### src/hw/rtl/m4m_pkg.sv
// Shared types and constants for the 4x4 fixed-point matrix multiplier.
package m4m_pkg;

  localparam int ELEM_WIDTH  = 32;
  localparam int INDEX_WIDTH = 4;
  localparam int PROD_WIDTH  = 2 * ELEM_WIDTH;

  typedef struct packed {
    logic signed [ELEM_WIDTH-1:0] elem_value;
    logic                         first_elem;
  } in_item_t;

  typedef struct packed {
    logic signed [ELEM_WIDTH-1:0] prod_value;
    logic [INDEX_WIDTH-1:0]       prod_index;
    logic                         prod_last;
  } out_item_t;

  // Control that travels with each term through the MAC pipeline.
  typedef struct packed {
    logic                   vld;
    logic                   first_term;
    logic                   last_term;
    logic [INDEX_WIDTH-1:0] index;
    logic                   last_elem;
  } mac_tag_t;

endpackage

### src/hw/rtl/m4m_mac.sv
// Shared multiply-accumulate unit with final shift and saturation.
module m4m_mac #(
  parameter int DIM       = 4,
  parameter int FRAC_BITS = 16
) (
  input  logic                                       clk,
  input  logic                                       rst_n,
  input  m4m_pkg::mac_tag_t                          tag_in,
  input  logic signed [m4m_pkg::ELEM_WIDTH-1:0]      op_a,
  input  logic signed [m4m_pkg::ELEM_WIDTH-1:0]      op_b,
  output logic                                       out_strobe,
  output m4m_pkg::out_item_t                         out_item
);

  localparam int EW    = m4m_pkg::ELEM_WIDTH;
  localparam int PW    = m4m_pkg::PROD_WIDTH;
  localparam int ACC_W = PW + $clog2(DIM);

  logic signed [PW-1:0]    prod_r;
  m4m_pkg::mac_tag_t       tag_p_r;
  logic signed [ACC_W-1:0] acc_r, acc_nxt, prod_ext;
  m4m_pkg::mac_tag_t       tag_a_r;
  logic signed [ACC_W-1:0] shifted;
  logic                    fits;
  logic signed [EW-1:0]    sat_val;
  logic                    out_strobe_r;
  m4m_pkg::out_item_t      out_item_r;

  always_ff @(posedge clk) begin
    prod_r <= op_a * op_b;
    if (!rst_n) begin
      tag_p_r <= '0;
    end else begin
      tag_p_r <= tag_in;
    end
  end

  assign prod_ext = {{(ACC_W-PW){prod_r[PW-1]}}, prod_r};
  assign acc_nxt  = tag_p_r.first_term ? prod_ext : acc_r + prod_ext;

  always_ff @(posedge clk) begin
    if (tag_p_r.vld) begin
      acc_r <= acc_nxt;
    end
    if (!rst_n) begin
      tag_a_r <= '0;
    end else begin
      tag_a_r <= tag_p_r;
    end
  end

  // Arithmetic shift floors; result fits when all bits above the sign agree.
  assign shifted = acc_r >>> FRAC_BITS;
  assign fits    = (&shifted[ACC_W-1:EW-1]) || !(|shifted[ACC_W-1:EW-1]);
  always_comb begin
    if (fits) begin
      sat_val = shifted[EW-1:0];
    end else if (shifted[ACC_W-1]) begin
      sat_val = {1'b1, {(EW-1){1'b0}}};
    end else begin
      sat_val = {1'b0, {(EW-1){1'b1}}};
    end
  end

  always_ff @(posedge clk) begin
    if (tag_a_r.vld && tag_a_r.last_term) begin
      out_item_r.prod_value <= sat_val;
      out_item_r.prod_index <= tag_a_r.index;
      out_item_r.prod_last  <= tag_a_r.last_elem;
    end
    if (!rst_n) begin
      out_strobe_r <= 1'b0;
    end else begin
      out_strobe_r <= tag_a_r.vld && tag_a_r.last_term;
    end
  end

  assign out_strobe = out_strobe_r;
  assign out_item   = out_item_r;

  a_strobe_from_last: assert property (@(posedge clk) disable iff (!rst_n)
    out_strobe_r |-> $past(tag_a_r.vld) && $past(tag_a_r.last_term))
    else $error("result strobe without a completed dot product");

  a_first_follows_last: assert property (@(posedge clk) disable iff (!rst_n)
    (tag_a_r.vld && tag_a_r.last_term && tag_p_r.vld) |-> tag_p_r.first_term)
    else $error("new dot product did not restart the accumulator");

  a_acc_chain: assert property (@(posedge clk) disable iff (!rst_n)
    (tag_p_r.vld && !tag_p_r.first_term) |-> tag_a_r.vld && !tag_a_r.last_term)
    else $error("accumulating term without a running dot product");

endmodule

### src/hw/rtl/mat4_multiply.sv
// Top level: element stores, term sequencer and shared MAC for a DIM x DIM product.
//
//   channel  direction  handshake                     payload
//   input    in         start && !busy                in_item  (elem_value, first_elem)
//   result   out        out_strobe, one cycle each    out_item (prod_value, prod_index,
//                                                              prod_last)
//
// An input item is taken in every cycle with start high and busy low; 2*DIM*DIM items load both matrices.
// After the last element, busy stays high while the single MAC steps through
// DIM*DIM*DIM terms, one per cycle, and until the last result has passed the read,
// product, accumulator and output registers.
// Results leave at the end of each dot product and cannot be stalled by the receiver.
// Synchronous active-low reset clears load count, sequencer and pipeline valids.
module mat4_multiply #(
  parameter int DIM       = 4,
  parameter int FRAC_BITS = 16
) (
  input  logic                clk,
  input  logic                rst_n,
  input  logic                start,
  output logic                busy,
  input  m4m_pkg::in_item_t   in_item,
  output logic                out_strobe,
  output m4m_pkg::out_item_t  out_item
);

  localparam int EW    = m4m_pkg::ELEM_WIDTH;
  localparam int NELEM = DIM * DIM;
  localparam int AW    = $clog2(NELEM);
  localparam int LW    = $clog2(2 * NELEM);
  localparam int DW    = $clog2(DIM);

  typedef enum logic [2:0] {
    S_LOAD  = 3'b001,
    S_RUN   = 3'b010,
    S_DRAIN = 3'b100
  } state_t;

  state_t            state_r, state_nxt;
  logic [LW-1:0]     load_cnt_r, load_cnt_nxt;
  logic [LW-1:0]     widx;
  logic              accept;
  logic              load_done;
  logic [DW-1:0]     row_r, col_r, term_r;
  logic              term_end, row_end, col_end;
  logic              issue;
  logic [AW-1:0]     addr_a, addr_b;
  logic signed [EW-1:0] left_mem  [NELEM];
  logic signed [EW-1:0] right_mem [NELEM];
  logic signed [EW-1:0] rd_a_r, rd_b_r;
  m4m_pkg::mac_tag_t tag_nxt, tag_r;

  assign busy      = (state_r != S_LOAD);
  assign accept    = start && !busy;
  assign widx      = in_item.first_elem ? '0 : load_cnt_r;
  assign load_done = (widx == LW'(2 * NELEM - 1));

  always_comb begin
    load_cnt_nxt = load_cnt_r;
    if (accept) begin
      load_cnt_nxt = load_done ? '0 : widx + 1'b1;
    end
  end

  // Stores: written during load, read one address each per term.
  always_ff @(posedge clk) begin
    if (accept) begin
      if (widx < LW'(NELEM)) begin
        left_mem[AW'(widx)] <= in_item.elem_value;
      end else begin
        right_mem[AW'(widx - LW'(NELEM))] <= in_item.elem_value;
      end
    end
  end

  assign term_end = (term_r == DW'(DIM - 1));
  assign row_end  = (row_r == DW'(DIM - 1));
  assign col_end  = (col_r == DW'(DIM - 1));
  assign issue    = (state_r == S_RUN);

  // A(row, term) and B(term, col), column-major.
  assign addr_a = AW'(row_r) + AW'(term_r * DIM);
  assign addr_b = AW'(term_r) + AW'(col_r * DIM);

  always_ff @(posedge clk) begin
    if (issue) begin
      rd_a_r <= left_mem[addr_a];
      rd_b_r <= right_mem[addr_b];
    end
  end

  always_comb begin
    tag_nxt            = '0;
    tag_nxt.vld        = issue;
    tag_nxt.first_term = (term_r == '0);
    tag_nxt.last_term  = term_end;
    tag_nxt.index      = m4m_pkg::INDEX_WIDTH'(row_r + col_r * DIM);
    tag_nxt.last_elem  = row_end && col_end;
  end

  always_comb begin
    state_nxt = state_r;
    unique case (state_r)
      S_LOAD:  if (accept && load_done) state_nxt = S_RUN;
      S_RUN:   if (term_end && row_end && col_end) state_nxt = S_DRAIN;
      S_DRAIN: if (out_strobe && out_item.prod_last) state_nxt = S_LOAD;
      default: state_nxt = S_LOAD;
    endcase
  end

  always_ff @(posedge clk) begin
    if (!rst_n) begin
      state_r    <= S_LOAD;
      load_cnt_r <= '0;
      row_r      <= '0;
      col_r      <= '0;
      term_r     <= '0;
      tag_r      <= '0;
    end else begin
      state_r    <= state_nxt;
      load_cnt_r <= load_cnt_nxt;
      tag_r      <= tag_nxt;
      if (issue) begin
        term_r <= term_end ? '0 : term_r + 1'b1;
        if (term_end) begin
          row_r <= row_end ? '0 : row_r + 1'b1;
          if (row_end) begin
            col_r <= col_end ? '0 : col_r + 1'b1;
          end
        end
      end
    end
  end

  m4m_mac #(
    .DIM       (DIM),
    .FRAC_BITS (FRAC_BITS)
  ) u_mac (
    .clk        (clk),
    .rst_n      (rst_n),
    .tag_in     (tag_r),
    .op_a       (rd_a_r),
    .op_b       (rd_b_r),
    .out_strobe (out_strobe),
    .out_item   (out_item)
  );

  a_strobe_while_busy: assert property (@(posedge clk) disable iff (!rst_n)
    out_strobe |-> busy)
    else $error("result item outside a product run");

  a_load_starts_run: assert property (@(posedge clk) disable iff (!rst_n)
    (accept && load_done) |=> (state_r == S_RUN) && (load_cnt_r == '0))
    else $error("last element did not start the product run");

  a_last_frees_block: assert property (@(posedge clk) disable iff (!rst_n)
    (out_strobe && out_item.prod_last) |=> !busy)
    else $error("block still busy after the final product item");

  a_counters_idle: assert property (@(posedge clk) disable iff (!rst_n)
    (state_r == S_LOAD) |-> (row_r == '0) && (col_r == '0) && (term_r == '0))
    else $error("term counters not cleared between runs");

endmodule

### config.mk
export PLATFORM = sky130hd
export DESIGN_NAME = mat4_multiply
export DESIGN_NICKNAME = d
export VERILOG_FILES = /design/src/hw/rtl/m4m_pkg.sv /design/src/hw/rtl/m4m_mac.sv /design/src/hw/rtl/mat4_multiply.sv
export SDC_FILE = /design/constraint.sdc
export NUM_CORES = 2
export LEC_CHECK = 0
export ABC_AREA = 1
export BUFFER_PORTS_ARGS = -buffer_cell sky130_fd_sc_hd__buf_2
export CELL_PAD_IN_SITES_DETAIL_PLACEMENT = 1
export CELL_PAD_IN_SITES_GLOBAL_PLACEMENT = 1
export CORE_MARGIN = 2
export CORE_UTILIZATION = 39
export DETAILED_ROUTE_END_ITERATION = 8
export HOLD_SLACK_MARGIN = 0.03
export PLACE_DENSITY_LB_ADDON = 0.1
export REMOVE_ABC_BUFFERS = 1
export SLEW_MARGIN = 20
export SYNTH_ARGS = -nofsm -noshare
export SYNTH_HDL_FRONTEND = slang
export SYNTH_HIERARCHICAL = 1
export SYNTH_SLANG_ARGS = --single-unit
### constraint.sdc
create_clock -name clk -period 8.8 [get_ports clk]
set_input_delay 0.44 -clock clk [delete_from_list [all_inputs] [get_ports clk]]
set_output_delay 0.44 -clock clk [all_outputs]
set_load 0.01 [all_outputs]
# Yosys cells after proc, flatten, opt, wreduce, memory -nomap -nowiden
# Memories as Yosys holds them, arrays and structs flattened. A register that Yosys moved wholly into a read port is not among the register bits.
# Index checks and enable logic that the tools add are counted.
# totals
regBits,205
mem_count,2
out_inout_bits,39
word_cells,83
mem_bits_rw,1024
inputBits,36
# op_classes
order_cmp,1
add_sub_neg,9
eq_ne,11
mul,1
n_mux,18
n_reduce_logical,16
# mem_list
name,words,width,read_ports,rd_ports_with_merged_regs,write_ports,line_no,text
left_mem,16,32,1,1,1,mat4_multiply.sv:48,logic signed [EW-1:0] left_mem [NELEM];
right_mem,16,32,1,1,1,mat4_multiply.sv:49,logic signed [EW-1:0] right_mem [NELEM];
# ops
operator,count
66-bit by 64-bit adder with 66-bit output,1
66-bit 2-to-1 mux,1
32-bit by 32-bit multiplier with 64-bit output,1
32-bit 2-to-1 mux,2
19-bit AND reduction,1
19-bit OR reduction,1
2-bit by 4-bit adder with 4-bit output,3
5-bit 2-to-1 mux,2
3-bit 2-to-1 mux,3
3-bit one-hot mux with 3 select lines,1
1-bit logical AND,7
2-bit by 1-bit adder with 2-bit output (second input constant),3
2-bit equality test (second input constant),3
1-bit 2-to-1 mux,6
2-bit 2-to-1 mux,3
3-bit AND reduction,2
5-bit by 1-bit adder with 5-bit output (second input constant),1
5-bit equality test (second input constant),1
5-bit < comparator (second input constant),1
2-bit inequality test (second input constant),2
4-bit by 1-bit subtractor with 4-bit output (second input constant),1
3-bit by 1-bit equality test with 1-bit output (second input constant),1
3-bit by 2-bit equality test with 1-bit output (second input constant),1
3-bit equality test (second input constant),1
other kinds (6),7

# Logic depth before layout (Yosys ltp)
# logic_depth
depth_word,6
mapped_depth,31
depth_no_buf,30

# By module
# The synthesis kept the hierarchy.
# by_module_without_submodules
module,seq_area_each_um2,cells_each,instances,area_per_inst_um2
m4m_mac,4694.5,6412,1,49502.5
mat4_multiply,33111.8,4361,1,47116.4

# Least setup slack after synthesis
# OpenSTA, ideal clock, no wires.
# synth_path
path_type,register to register
startpoint,"reg rd_a_r[31], read port of left_mem"
endpoint,reg u_mac.prod_r[62]
setup_ns,0.112
synth_period_minus_slack_ns,7.260
required_ns,8.688
path_slack_ns,1.540
path_buffers,1
arrival_ns,7.147
path_stages_with_launch,28
path_cell_list,edfxtp_1 > clkbuf_1 > nand2_1 > inv_1 > fa_1 > fa_1 > inv_1 > fa_1 > inv_1 > fa_1 > inv_1 > fa_1 > inv_1 > fa_1 > inv_1 > fa_1 > inv_1 > fa_1 > ha_1 > a21oi_1 > a21boi_0 > o21ai_0 > nand2_1 > o211ai_1 > a21oi_1 > nand2_1 > nand2_1 > nand2_1
# synth_between
elab_chain_cells,1
# synth_lines
item,line_no,text
"start, declared",mat4_multiply.sv:50,"logic signed [EW-1:0] rd_a_r, rd_b_r;"
32-bit by 32-bit multiplier with 64-bit output,m4m_mac.sv:30,prod_r <= op_a * op_b;
"end signal, assigned",m4m_mac.sv:30,
"end, declared",m4m_mac.sv:19,logic signed [PW-1:0] prod_r;
# No other way between the ends.
# A chain may end at the register's enable or synchronous reset.

# Worst setup path after layout
# layout_path
startpoint,"reg rd_a_r[24], read port of left_mem"
endpoint,reg u_mac.prod_r[45]
# The elaborated chain is that of the path after synthesis.

==> reports/metrics.cfg <==
[sta]
tns_ns=0
worst_clock_skew_ns=0.0864
tightest_slew_ns=1.15
finalHoldViolCount=0
slew_headroom_pct=23.2
setup_viol=0
rsz0062_at_grt=no
fin_ws_ns=0.774
period_share_pct=91.2
max_freq_mhz=125
report.final.slew_viol_count=0
period_minus_slack_ns=8.03

[floorplan]
floorplan.initialDensity_pct=39.2
die-area_um2=252000
fp.dieW_um=502
die_h_um=502
core_um2=246000
ios=75
std_cell_rows=182

[critical_path]
critical_path.most_common_cell=fa_1
rr_startpoint=rd_a_r[24]
worst-setup-path-type=reg2reg
ff2ff_path_depth=25
worstReg2RegEnd=u_mac/prod_r[45]
cp_max_fo=14
slowest_stage=edfxtp_1
startpoint_type=flip-flop
cp-end-kind=flip-flop
crit_required_ns=9.52
reg2reg_slack_ns=0.77
slowest_delay_ns=0.83
worstPathArrival_ns=8.74

[cells_and_area]
fin_area_um2=106000
final_common_cell=nand2_1
layout-drive-gt1-share_pct=5.53
finalNonFillerCells=14200
final_cell_mix=nand2_1 (3142), inv_1 (2679), edfxtp_1 (1191)
nets=12100
area_growth_pct=9.37
final_core_util_pct=42.9

[routing]
route.met3.wl_um=10100
vias_per_cell=4.93
drc_errors=0
routed-wl-met2_um=159000
m1WireLength_um=140000
wl_um=318000
top_layer_used=met5
drt_iter0_markers=3846
ant_nets=0
dr.pass1.iters=7
num_vias=70000
wire_per_inst_um=22.4

[outcome]
outcome=completed

[global_routing]
grt_use_total_pct=25.7
overflow=0
grt_max_degree=144
antenna_found_initial=9
grt_pass1_wl_um=487000
grt_pass1_vias=77800

[worst_hold_path]
min_from=in_item[25]
hp-class=in2reg
hold_end=right_mem[10][24]
holdPathStages=1

[power]
pwr-share-comb_pct=1.5
ir_worst_vdd_v=0.000155
powerDensity_nw_per_um2=126
p_sw_mw=2.96
leakagePower_nw=51.4
p_seq_share_pct=50.5
sw_frac_of_total_pct=22.2
p_clk_share_pct=48.0
p_int_mw=10.4

[cts]
cts_inserted_buffers=153
cts_tree=done
post_cts_buffers=0
path_clk_slew_ns=0.06
cts_root_buffer=clkbuf_16
clock-sinks=1293
clock_latency_ns=0.84
cts_max_path_buffers=3
htree_levels=4

[synth]
seq_area_frac_synth_pct=39.1
synth_warnings=6
synth.avg_cell_area_um2=8.97
async_flop_share_pct=0
ys_seq_elements=1293
syn_area_um2=96600
synth-main-ff-cell=edfxtp_1
ys_types=54
synth_cells=10800
synth-edff-count=1191

[placement]
dp_hpwl_um=227000
post_dp_cell_area_um2=101000
pre_cts_slack_ns=0.651
gp_congestion=0.918
io_buffers=74
place_inst=13900

[flow_run]
cap_violations=0

power groups by stage:
stage	combinational, mW	clock, mW	sequential [mW]
6_report	0.199	6.39	6.73
4_1_cts	0.202	6.55	6.73
3_3_place_gp	0.194	0	6.86
3_5_place_dp	0.201	0	6.86
5_1_grt	0.220	6.78	6.73
2_1_floorplan	0.0615	0	6.86
through the flow:
step / hold WS, ns / total power [mW]
floorplan: 0.386 / 6.92
global placement: 0.387 / 7.05
detailed placement: 0.390 / 7.06
CTS: 0.0495 / 13.5
global route: 0.0925 / 13.7
finish: 0.101 / 13.3
cells in the mapped netlist (all sizes together), types with 6 or more instances:
cell / number / share of area (%)
o21bai: 33 / 0.26
or2: 32 / 0.21
xor2: 43 / 0.39
nor2: 338 / 1.4
edfxtp: 1191 / 37
nor3: 37 / 0.20
o21a: 8 / 0.062
buf: 197 / 1.4
dfxtp: 102 / 2.1
xnor2: 23 / 0.21
a21o: 7 / 0.054
o21ai: 136 / 0.72
a21boi: 6 / 0.047
ha: 258 / 3.3
nand4: 31 / 0.21
clkbuf: 232 / 0.90
nor4: 16 / 0.13
o211ai: 6 / 0.062
fa: 1083 / 22
a31oi: 7 / 0.045
a21oi: 187 / 0.98
inv: 2697 / 10
nand3b: 26 / 0.20
nand3: 913 / 4.8
nand2: 3157 / 12
worst max-delay path by stage:
stage | start | endpoint | slack [ns] | depth (start not counted)
floorplan | term_r[0] | term_r[1] | -0.66 | 4
global placement | rd_a_r[20] | u_mac/prod_r[44] | 0.75 | 20
detailed placement | rd_a_r[31] | u_mac/prod_r[62] | 0.65 | 26
CTS | rd_a_r[31] | u_mac/prod_r[62] | 0.69 | 26
global route | rd_a_r[31] | u_mac/prod_r[61] | 0.26 | 24
finish | rd_a_r[24] | u_mac/prod_r[45] | 0.77 | 25
worst max-delay path: cells and delay by family (launching register included):
family,cells,cell delay (ns)
buf+inv,8,0.87
simple gates,7,1.48
fa+ha+maj,9,4.56
flops,1,0.83
xor+xnor,1,0.14
per-layer routing:
layer | track usage, % | vias up
li1 | - | 32400
met1 | 33.7 | 36100
met2 | 45.1 | 1124
met3 | 2.60 | 419
met4 | 7.02 | 4
met5 | 0 | -
flip-flops by register name, summed over array words and instances, names as in the netlist:
register	flops
col_r	2
left_mem	512
load_cnt_r	5
rd_a_r	32
rd_b_r	32
right_mem	512
row_r	2
state_r	3
tag_r	8
term_r	2
u_mac/acc_r	66
u_mac/out_item	37
u_mac/out_strobe	1
u_mac/prod_r	64
u_mac/tag_a_r	7
u_mac/tag_p_r	8
final cells by class:
cell class                      count  area [um^2]
Fill cell                       28400       140000
Sequential cell                  1293        37800
Multi-Input combinational cell   6354        46600
Timing Repair Buffer              249         1840
Clock buffer                      183         3990
Inverter                         2697        10200
Clock inverter                     98         1050
Tap cell                         3312         4140
Antenna cell                        5         12.5
kinds of logic (layout without fill, tap and decap cells):
family,after synthesis,count (layout),synth area share (%)
DFF,1293,1293,39.1
AOI/OAI and AO/OA,395,395,2.28
xor gates and xnor gates,66,66,0.598
and+or+nand+nor,4552,4552,19.4
buffers and inverters,3126,3227,12.8
adders and majority gates,1341,1341,25.8
other,0,5,0
what timing repair did:
item	in CTS	in global routing
hold buffers	1	0
endpoints found under the hold margin	3	0
resized for setup	0	0
(Power assumes the default switching activity.)
